$ cat src/rtl/frg_pkg.sv
// Shared constants and controller/datapath interface types for the fraction reducer.
`default_nettype none
package frg_pkg;

	localparam int VALUE_BITS = 31;
	localparam int SHIFT_BITS = $clog2(VALUE_BITS);
	localparam int CNT_BITS   = $clog2(VALUE_BITS + 1);
	localparam int STATUS_BITS = 2;

	typedef logic [VALUE_BITS-1:0]  value_t;
	typedef logic [STATUS_BITS-1:0] status_t;

	localparam status_t STATUS_REDUCED = 2'd0;
	localparam status_t STATUS_SIMPLE  = 2'd1;
	localparam status_t STATUS_INVALID = 2'd2;

	typedef struct packed {
		logic load;
		logic gcd_step;
		logic scale;
		logic div_start;
		logic div_sel_den;
		logic cap_num;
		logic cap_den;
		logic out_load;
	} frg_cmd_t;

	typedef struct packed {
		logic inv;
		logic gcd_eq;
		logic div_done;
	} frg_sts_t;

endpackage
`default_nettype wire

$ cat src/rtl/fraction_reduce_gcd_core.sv
// Fraction reducer: input word in, GCD and reduced pair out.
//
// Input channel: in_valid/in_ready carry numerator and denominator.
// Output channel: out_valid/out_ready carry reduced_numerator,
// reduced_denominator, common_divisor and status (0 reduced, 1 already
// simplified, 2 invalid because an input is zero).
// One word is worked on at a time; in_ready is high only while idle.
// A zero input goes from acceptance through the check state straight to the
// result. Any other word runs the binary GCD loop (each step halves an even
// operand or halves the difference of two odd ones), then two restoring
// divisions on one shared divider, then the hand-off to the output
// register.
// The result sits in an output register, so a new word is taken while an
// earlier result still waits; if the receiver stalls, the following
// result holds in the datapath until the output register frees up.
// Reset (arst_n low) returns the controller to idle and drops out_valid.
`default_nettype none
module fraction_reduce_gcd_core import frg_pkg::*; (
	input  wire logic   clk,
	input  wire logic   arst_n,
	input  wire logic   in_valid,
	output logic        in_ready,
	input  wire value_t numerator,
	input  wire value_t denominator,
	output logic        out_valid,
	input  wire logic   out_ready,
	output value_t      reduced_numerator,
	output value_t      reduced_denominator,
	output value_t      common_divisor,
	output status_t     status
);

	frg_cmd_t cmd;
	frg_sts_t sts;

	frg_ctrl u_ctrl (
		.clk       (clk),
		.arst_n    (arst_n),
		.in_valid  (in_valid),
		.in_ready  (in_ready),
		.out_valid (out_valid),
		.out_ready (out_ready),
		.sts       (sts),
		.cmd       (cmd)
	);

	frg_datapath u_dp (
		.clk                 (clk),
		.arst_n              (arst_n),
		.cmd                 (cmd),
		.sts                 (sts),
		.numerator           (numerator),
		.denominator         (denominator),
		.reduced_numerator   (reduced_numerator),
		.reduced_denominator (reduced_denominator),
		.common_divisor      (common_divisor),
		.status              (status)
	);

endmodule
`default_nettype wire

$ cat src/rtl/frg_div.sv
// Restoring divider, one quotient bit per cycle.
`default_nettype none
module frg_div import frg_pkg::*; (
	input  wire logic   clk,
	input  wire logic   arst_n,
	input  wire logic   start,
	input  wire value_t dividend,
	input  wire value_t divisor,
	output logic        done,
	output value_t      quotient
);

	logic                busy_q;
	logic                done_q;
	logic [CNT_BITS-1:0] cnt_q;
	value_t              rem_q;
	value_t              quo_q;
	value_t              dvs_q;
	logic [VALUE_BITS:0] trial;
	logic [VALUE_BITS:0] diff;
	logic                take;

	always_comb begin
		trial = {rem_q, quo_q[VALUE_BITS-1]};
		diff  = trial - {1'b0, dvs_q};
		take  = (trial >= {1'b0, dvs_q});
	end

	always_ff @(posedge clk or negedge arst_n) begin
		if (!arst_n) begin
			busy_q <= 1'b0;
			done_q <= 1'b0;
			cnt_q  <= '0;
		end else begin
			done_q <= 1'b0;
			if (start) begin
				busy_q <= 1'b1;
				cnt_q  <= CNT_BITS'(VALUE_BITS);
			end else if (busy_q) begin
				cnt_q <= cnt_q - 1'b1;
				if (cnt_q == CNT_BITS'(1)) begin
					busy_q <= 1'b0;
					done_q <= 1'b1;
				end
			end
		end
	end

	// dividend shifts out of the top of quo_q while quotient bits shift in
	always_ff @(posedge clk) begin
		if (start) begin
			rem_q <= '0;
			quo_q <= dividend;
			dvs_q <= divisor;
		end else if (busy_q) begin
			rem_q <= take ? diff[VALUE_BITS-1:0] : trial[VALUE_BITS-1:0];
			quo_q <= {quo_q[VALUE_BITS-2:0], take};
		end
	end

	assign done     = done_q;
	assign quotient = quo_q;

endmodule
`default_nettype wire

$ cat src/rtl/frg_datapath.sv
// Datapath: operand registers, binary GCD step, shared divider and result register.
`default_nettype none
module frg_datapath import frg_pkg::*; (
	input  wire logic     clk,
	input  wire logic     arst_n,
	input  wire frg_cmd_t cmd,
	output frg_sts_t      sts,
	input  wire value_t   numerator,
	input  wire value_t   denominator,
	output value_t        reduced_numerator,
	output value_t        reduced_denominator,
	output value_t        common_divisor,
	output status_t       status
);

	value_t                num_q;
	value_t                den_q;
	value_t                a_q;
	value_t                b_q;
	logic [SHIFT_BITS-1:0] k_q;
	value_t                g_q;
	value_t                qn_q;
	value_t                qd_q;
	logic                  inv_q;
	value_t                rn_q;
	value_t                rd_q;
	value_t                cd_q;
	status_t               st_q;
	value_t                a_m_b;
	value_t                b_m_a;
	logic                  div_done;
	value_t                div_quo;

	always_comb begin
		a_m_b = a_q - b_q;
		b_m_a = b_q - a_q;
	end

	frg_div u_div (
		.clk      (clk),
		.arst_n   (arst_n),
		.start    (cmd.div_start),
		.dividend (cmd.div_sel_den ? den_q : num_q),
		.divisor  (g_q),
		.done     (div_done),
		.quotient (div_quo)
	);

	always_ff @(posedge clk) begin
		if (cmd.load) begin
			num_q <= numerator;
			den_q <= denominator;
			a_q   <= numerator;
			b_q   <= denominator;
			k_q   <= '0;
			inv_q <= (numerator == '0) || (denominator == '0);
		end else if (cmd.gcd_step) begin
			if (!a_q[0] && !b_q[0]) begin
				a_q <= a_q >> 1;
				b_q <= b_q >> 1;
				k_q <= k_q + 1'b1;
			end else if (!a_q[0]) begin
				a_q <= a_q >> 1;
			end else if (!b_q[0]) begin
				b_q <= b_q >> 1;
			end else if (a_q > b_q) begin
				a_q <= a_m_b >> 1;
			end else begin
				b_q <= b_m_a >> 1;
			end
		end
		if (cmd.scale)
			g_q <= a_q << k_q;
		if (cmd.cap_num)
			qn_q <= div_quo;
		if (cmd.cap_den)
			qd_q <= div_quo;
		if (cmd.out_load) begin
			if (inv_q) begin
				rn_q <= '0;
				rd_q <= '0;
				cd_q <= '0;
				st_q <= STATUS_INVALID;
			end else begin
				rn_q <= qn_q;
				rd_q <= qd_q;
				cd_q <= g_q;
				st_q <= (g_q == VALUE_BITS'(1)) ? STATUS_SIMPLE : STATUS_REDUCED;
			end
		end
	end

	always_comb begin
		sts.inv      = inv_q;
		sts.gcd_eq   = (a_q == b_q);
		sts.div_done = div_done;
	end

	assign reduced_numerator   = rn_q;
	assign reduced_denominator = rd_q;
	assign common_divisor      = cd_q;
	assign status              = st_q;

endmodule
`default_nettype wire

$ cat src/rtl/frg_ctrl.sv
// Controller state machine: sequences load, GCD loop, two divisions and result hand-off.
`default_nettype none
module frg_ctrl import frg_pkg::*; (
	input  wire logic     clk,
	input  wire logic     arst_n,
	input  wire logic     in_valid,
	output logic          in_ready,
	output logic          out_valid,
	input  wire logic     out_ready,
	input  wire frg_sts_t sts,
	output frg_cmd_t      cmd
);

	typedef enum logic [3:0] {
		ST_IDLE,
		ST_CHECK,
		ST_GCD,
		ST_SCALE,
		ST_DIVN_GO,
		ST_DIVN_WAIT,
		ST_DIVD_GO,
		ST_DIVD_WAIT,
		ST_FINISH
	} state_t;

	state_t state_q;
	logic   out_valid_q;
	logic   out_free;

	assign out_free = !out_valid_q || out_ready;

	always_comb begin
		cmd = '0;
		unique case (state_q)
			ST_IDLE:      cmd.load = in_valid;
			ST_CHECK:     ;
			ST_GCD:       cmd.gcd_step = !sts.gcd_eq;
			ST_SCALE:     cmd.scale = 1'b1;
			ST_DIVN_GO:   cmd.div_start = 1'b1;
			ST_DIVN_WAIT: cmd.cap_num = sts.div_done;
			ST_DIVD_GO: begin
				cmd.div_start   = 1'b1;
				cmd.div_sel_den = 1'b1;
			end
			ST_DIVD_WAIT: cmd.cap_den = sts.div_done;
			ST_FINISH:    cmd.out_load = out_free;
			default:      ;
		endcase
	end

	always_ff @(posedge clk or negedge arst_n) begin
		if (!arst_n) begin
			state_q     <= ST_IDLE;
			out_valid_q <= 1'b0;
		end else begin
			// raise on a new result, drop once the word is taken
			if (state_q == ST_FINISH && out_free)
				out_valid_q <= 1'b1;
			else if (out_ready)
				out_valid_q <= 1'b0;
			unique case (state_q)
				ST_IDLE: begin
					if (in_valid)
						state_q <= ST_CHECK;
				end
				ST_CHECK:     state_q <= sts.inv ? ST_FINISH : ST_GCD;
				ST_GCD: begin
					if (sts.gcd_eq)
						state_q <= ST_SCALE;
				end
				ST_SCALE:     state_q <= ST_DIVN_GO;
				ST_DIVN_GO:   state_q <= ST_DIVN_WAIT;
				ST_DIVN_WAIT: begin
					if (sts.div_done)
						state_q <= ST_DIVD_GO;
				end
				ST_DIVD_GO:   state_q <= ST_DIVD_WAIT;
				ST_DIVD_WAIT: begin
					if (sts.div_done)
						state_q <= ST_FINISH;
				end
				ST_FINISH: begin
					// hold until the result register is free
					if (out_free)
						state_q <= ST_IDLE;
				end
				default:      state_q <= ST_IDLE;
			endcase
		end
	end

	assign in_ready  = (state_q == ST_IDLE);
	assign out_valid = out_valid_q;

endmodule
`default_nettype wire

$ cat config.mk
export PLATFORM = sky130hd
export DESIGN_NAME = fraction_reduce_gcd_core
export DESIGN_NICKNAME = d
export VERILOG_FILES = /design/src/rtl/frg_pkg.sv /design/src/rtl/fraction_reduce_gcd_core.sv /design/src/rtl/frg_div.sv /design/src/rtl/frg_datapath.sv /design/src/rtl/frg_ctrl.sv
export SDC_FILE = /design/constraint.sdc
export NUM_CORES = 1
export LEC_CHECK = 0
export ABC_CLOCK_PERIOD_IN_PS = 10300
export BUFFER_PORTS_ARGS = -buffer_cell sky130_fd_sc_hd__buf_2
export CAP_MARGIN = 25
export CORE_ASPECT_RATIO = 1.25
export CORE_MARGIN = 8
export CORE_UTILIZATION = 48
export DETAILED_ROUTE_END_ITERATION = 8
export GPL_TIMING_DRIVEN = 0
export HOLD_SLACK_MARGIN = 0.08
export PLACE_DENSITY = 0.66
export SLEW_MARGIN = 0
export SYNTH_ARGS = -nofsm -noshare
export SYNTH_HDL_FRONTEND = slang
export SYNTH_HIERARCHICAL = 1
export SYNTH_SLANG_ARGS = --single-unit
$ cat constraint.sdc
create_clock -name clk -period 10.3 [get_ports clk]
set_input_delay 1.545 -clock clk [delete_from_list [all_inputs] [get_ports clk]]
set_output_delay 1.545 -clock clk [all_outputs]
set_load 0.01 [all_outputs]
==> results of run 1 <==
## critical path: cells and delay by family (launching register included)
family / cells / cell delay [ns]
AOI/OAI and AO/OA: 3 / 0.49
adders and majority gates: 1 / 0.29
buffers and inverters: 3 / 0.55
DFF: 1 / 0.67
and+or+nand+nor: 5 / 2.04
## logic make-up after synthesis
logic type	share of synthesized area
adder cells (fa/ha/maj)	0.0553
multiplexers	0.0640
XOR/XNOR	0.0305
buffers and inverters	0.0493
AND/OR/NAND/NOR	0.126
AO/OA/AOI/OAI	0.147
flip-flops	0.528
## worst paths after layout
path,from,end,cells past startpoint
min in group asynchronous,arst_n,u_dp/u_div/cnt_q[2],1
min,u_dp/g_q[0],u_dp/u_div/dvs_q[0],0
min reg2reg,u_dp/g_q[0],u_dp/u_div/dvs_q[0],0
max,u_dp/a_q[10],u_dp/b_q[29],12
max in group asynchronous,arst_n,u_dp/u_div/busy_q,1
max reg2reg,u_dp/a_q[10],u_dp/b_q[29],12
## flip-flops by register name, summed over array words and instances, names as in the netlist, 4 cells and up
| register | cells |
|---|---|
| u_dp/a_q | 31 |
| u_dp/num_q | 31 |
| u_dp/u_div/dvs_q | 31 |
| u_ctrl/state_q | 4 |
| u_dp/u_div/cnt_q | 5 |
| u_dp/common_divisor | 31 |
| u_dp/reduced_numerator | 31 |
| u_dp/qn_q | 31 |
| u_dp/qd_q | 31 |
| u_dp/u_div/quotient | 31 |
| u_dp/k_q | 5 |
| u_dp/b_q | 31 |
| u_dp/reduced_denominator | 31 |
| u_dp/den_q | 31 |
| u_dp/g_q | 31 |
| u_dp/u_div/rem_q | 31 |
## layer usage
metal / vias up / share of wire / global-route usage
met5: - / 0 / 0
met4: 0 / 0.056 / 0.127
met3: 190 / 0.063 / 0.0378
met2: 688 / 0.50 / 0.430
met1: 8386 / 0.39 / 0.293
li1: 8064 / - / -
## power by group
group / switching [W] / leakage, nW / internal, W
combinational: 0.00212 / 5.69 / 0.00136
sequential: 0.000265 / 3.91 / 0.00238
clock: 0.000696 / 0.719 / 0.000937
## layout by cell type, fill, tap and decap left out, types with 10 or more instances in the layout
cell	instances
a211oi_1	27
a221oi_2	18
a311oi_1	10
nand2_1	158
edfxtp_1	375
buf_1	12
o21ai_0	98
dfxtp_1	36
mux2i_1	52
nor3_1	17
nand4_1	24
nand2b_1	24
clkbuf_16	44
buf_6	13
o21a_1	12
nor2b_1	114
buf_2	193
xor2_1	29
nor2_1	143
a221oi_1	15
mux4_2	10
nand3_1	13
a21o_1	38
dfrtp_1	12
ha_1	98
o21ai_1	12
and3_1	10
a21oi_1	148
nor4_1	28
inv_1	150
and2_1	10
clkbuf_1	73
a31oi_1	16
mux2_2	66
o211ai_1	11
xnor2_1	52
a22oi_1	15
o21bai_1	13
or3_1	10
## per-stage QoR
step / cell area [sq um] / std cells
final: 26600 / 2989
after global routing: 26600 / 2989
after CTS: 26600 / 2989
after detailed placement: 25100 / 2909
after global placement: 24900 / 2897
after floorplan: 23300 / 2091
## final cells by class
cell class / count / area [sq um]
Clock inverter: 21 / 284
Multi-Input combinational cell: 1396 / 9880
Inverter: 151 / 567
Clock buffer: 59 / 1210
Buffer: 121 / 579
Fill cell: 4182 / 21500
Sequential cell: 423 / 12300
Timing Repair Buffer: 174 / 1020
Tap cell: 644 / 806
==> impl_metrics.toml, run 1 <==
[sta]
max_slew.worst_pin.slew_ns = 1.04
setup_viol = 0
fin_skew_ns = 0.0241
slew_violations = 0
fin_crit_sh = 0.427
max_slew_margin = 0.297
hold_ws_ns = 0.451
rsz0062_at_grt = "false"
fmax_mhz = 227
fin_crit_ns = 4.40
setup-tns-final_ns = 0
fin_ws_ns = 5.90
finalHoldViolations = 0

[detailed_routing]
wl_per_cell_um = 23.6
drtPass1Iterations = 6
routed_wl_um = 70400
ant_nets = 0
first_iter_violations = 1532
post_drt_via_cell_ratio = 5.80
via_count = 17300
drc_errors = 0

[floorplanning]
io_pins = 163
rows = 90
coreArea_sq_um = 48100
die_w_um = 213
start_util = 0.484
die_area_sq_um = 55800
die_h_um = 262

[cts]
cts_hold_buf = 0
clock_latency_ns = 0.59
clk_pin_slew_ns = 0.06
cts_buffer_depth = 3
cts_buffers = 44
cts_resized = 0
cts_sinks = 423
cts_tree = "yes"
htree_levels = 2
root_buffer = "clkbuf_16"
cts_setup_buffers = 0

[synthesis]
syn_area_sq_um = 23300
netlist_instances = 2091
ys_top_cells_by_area = "edfxtp_1, ha_1, mux2_2, a21oi_1, dfxtp_1"
synth_edf_count = 375
synth_warnings = 6
ys_ff_latch = 423
synth.most_common_cell = "edfxtp_1"
synthDistinctLibCells = 88
synth.avg_cell_area_sq_um = 11.1
yosysTopAreaCellShare = 0.484
async_reset_ff_frac = 0.0284
synthTopCellsByCount = "edfxtp_1, nand2_1, inv_1, a21oi_1, nor2_1"
synthFlopType = "edfxtp_1"
synth_top_cell_by_area = "edfxtp_1"
ys_seq_area_frac = 0.528
synth_fp_nets = 2258

[global_route]
grt_max_degree = 37
antenna_found_initial = 0
grt_overflow_total = 0
track_usage = 0.247
grt_pass1_vias = 17100
grt_pass1_wl_um = 104000

[layout]
antenna_cells = 0
area_growth_pct = 14.4
fin_util = 0.554
nNetsFinal = 2478
drive_gt1_frac = 0.181

[place]
io_buffer_count = 162
post-place-ws_ns = 5.72
place_congestion = 1.00
dp_hpwl_um = 54900

[critical_path]
path_max_fanout = 19
critPathMaxStageDelay_ns = 0.94
crit_chain = "inv_1 > ha_1 > buf_2 > nand4_1 > nor4_1 > a2111oi_2 > and4_4 > nor2_4 > o21a_1 > o21ai_0 > nand2b_2 > buf_12"
cp-end-kind = "flip-flop"
r2r_slack_ns = 5.90
worstSetupPathType = "reg -> reg"
crit_required_ns = 10.57
crit_slowest_cell = "nor4_1"
worst_setup_path_start_kind = "flip-flop"
arrival_ns = 4.67

[pwr]
total_power_w = 0.00776
power_density_nw_per_um2 = 291
p_leak_nw = 10.3
ir_drop_mv = 0.134

[run_status]
status = "finished clean"

[job]
cap_violations = 0

[hold_path]
hold_class = "reg -> reg"
No activity file was read; power rests on OpenSTA's default activity.
==> run 2, diff against run 1 <==
ABC_AREA = 1   (was unset)
ABC_CLOCK_PERIOD_IN_PS = 4400   (was 10300)
clock period = 4.4 ns   (was 10.3 ns; I/O delays follow)
==> run 2 against run 1 <==
Cell count rose by 37%. Sequential share of layout area is 3.2 points lower. Clock power increased by 130%. Worst setup slack worse by 5.7 ns. Sequential power is 64% higher. Design area up 7.5%. Power increased by 5.9%. Global-route usage up 2.5 points. Area after synthesis is 8.7% higher. Largest cell class unchanged. Largest power group is now sequential cells. Highest routed layer unchanged.
==> impl_metrics.toml, run 2 <==
[pwr]
power_density_nw_per_um2 = 287
p_leak_nw = 13.6
total_power_w = 0.00822
ir_drop_mv = 0.252

[layout]
final_common_cell = "nand2_1"
final_cell_mix = "nand2_1, inv_1, edfxtp_1"
area_growth_pct = 13.2
nNetsFinal = 3556
fin_util = 0.547
layout.area.seq_sq_um = 12300
drive_gt1_frac = 0.110
fillers = 4944
multi_input_area_sq_um = 10500
final_cells = 4097

[critical_path]
worstSetupPathType = "reg -> reg"
path_max_fanout = 30
crit_required_ns = 4.60
cp-end-kind = "flip-flop"
worst_setup_path_start_kind = "flip-flop"
arrival_ns = 4.35

[cts]
root_buffer = "clkbuf_16"
cts_buffers = 44
cts_tree = "yes"
cts_sinks = 423
clk_pin_slew_ns = 0.06
htree_levels = 2
cts_setup_buffers = 0
clock_latency_ns = 0.59
cts_buffer_depth = 3

[sta]
fin_skew_ns = 0.0247
rsz0062_at_grt = "false"
fin_crit_sh = 0.945
max_slew.worst_pin.slew_ns = 0.949
max_slew_margin = 0.366
slew_violations = 0
finalHoldViolations = 0
hold_ws_ns = 0.276
fmax_mhz = 241
setup_viol = 0
fin_crit_ns = 4.16

[job]
cap_violations = 0

[global_route]
antenna_found_initial = 1
grt_pass1_wl_um = 126000
track_usage = 0.273
grt_max_degree = 39
top_usage_layer = "met2"
met1_usage = 0.295
gr-usage-met3 = 0.0387
grt_use_met2 = 0.501
grt_pass1_vias = 21600
grt_overflow_total = 0

[detailed_routing]
via_count = 21400
ant_nets = 0
first_iter_violations = 1720
routed_wl_um = 84000
drtPass1Iterations = 5
drc_errors = 0
post_drt_via_cell_ratio = 5.22
wl_per_cell_um = 20.5

[synthesis]
synth.most_common_cell = "nand2_1"
netlist_instances = 3172
synthDistinctLibCells = 49
synth_edf_count = 375
async_reset_ff_frac = 0.0284
ys_ff_latch = 423
synth_fp_nets = 3339
synth.avg_cell_area_sq_um = 7.97
synthFlopType = "edfxtp_1"
ys_top_cells_by_area = "edfxtp_1, nand2_1, inv_1, nor2_1, ha_1"
synth_top_cell_by_area = "edfxtp_1"
ys_seq_area_frac = 0.486
yosysTopAreaCellShare = 0.445
synthTopCellsByCount = "nand2_1, inv_1, edfxtp_1, nor2_1, nand3_1"
synth_warnings = 6
syn_area_sq_um = 25300

[run_status]
status = "finished clean"

[floorplanning]
die_h_um = 273
start_util = 0.483
coreArea_sq_um = 52300
die_area_sq_um = 60300
rows = 94
die_w_um = 221
io_pins = 163

[place]
dp.cells = 4013
dp_hpwl_um = 68800
place_congestion = 1.04
io_buffer_count = 162

[hold_path]
hold_class = "in -> reg"
## run 2: changes by cell type in the layout (fill, tap and decap cells not counted), moves of 37 or more
cell,before,now
nor2_1,143,336
nand2_1,158,952
inv_1,150,539
nor2b_1,114,0
mux2i_1,52,14
nand3_1,13,159
a21o_1,38,1
## run 2: path summary, 6_finish.rpt
| check | from | end | slack, ns | depth (start not counted) |
|---|---|---|---|---|
| worst min register to register | u_dp/g_q[3] | u_dp/u_div/dvs_q[3] | 0.44 | 0 |
| worst max register to register | u_ctrl/state_q[3] | u_dp/a_q[4] | 0.24 | 9 |
| worst max-delay path | u_ctrl/state_q[3] | u_dp/a_q[4] | 0.24 | 9 |
| min in group asynchronous | arst_n | u_ctrl/out_valid | 0.52 | 2 |
| max in group asynchronous | arst_n | u_dp/u_div/cnt_q[4] | 3.63 | 2 |
| worst min-delay path | out_ready | u_ctrl/out_valid | 0.28 | 2 |
## run 2: what timing repair did
item,CTS,global route
hold buffers,1,0
endpoints found under the setup margin,0,0
gates resized for setup,0,0
hold endpoints to repair,12,0
## run 2: metal layers
layer,up-vias,share of wire
li1,10500,-
met1,9901,0.38
met2,717,0.51
met3,229,0.049
met4,0,0.068
met5,-,0
## run 2: power by group
part	switching, W	total, W	internal [W]	leakage [nW]
registers	0.000000260	0.00432	0.00432	3.52
clock network	0.00164	0.00374	0.00210	0.693
logic	0.000114	0.000156	0.0000421	9.39
total	0.00175	0.00822	0.00646	13.6
## run 2: kinds of logic after synthesis
kind of cell | share of synthesized area
buffers and inverters | 0.103
flip-flops | 0.486
AND/OR/NAND/NOR | 0.264
AO/OA/AOI/OAI | 0.0640
XOR/XNOR | 0.0139
adder cells (fa/ha/maj) | 0.0509
multiplexers | 0.0193
## run 2: layout make-up
type,count,share of cell area
antenna,1,0.0000874
tap,672,0.0294
sequential,423,0.429
timing repair buffer,171,0.0349
multi-input combinational,2090,0.365
clock inverter,24,0.00922
clock buffer,57,0.0412
buffer,103,0.0177
inverter,556,0.0729
## run 2: critical path, stage by stage, from the launching register on
cell      delay (ns)
dfrtp_1         0.47
nor2_2          0.24
nand2_1         0.15
nor2_4          0.61
clkbuf_1        0.46
clkinv_1        0.36
clkbuf_1        0.42
nand4_1         0.21
nand2_1         0.10
nor2_4          0.72
## run 2: stage by stage
stage	setup slack [ns]	cell area, sq um	setup TNS, ns
after global routing	0.0178	28600	0
after floorplan	0.129	25300	0
after CTS	0.324	28600	0
after global placement	-1.58	27000	-131.39
final	0.244	28600	0
after detailed placement	0.288	27100	0
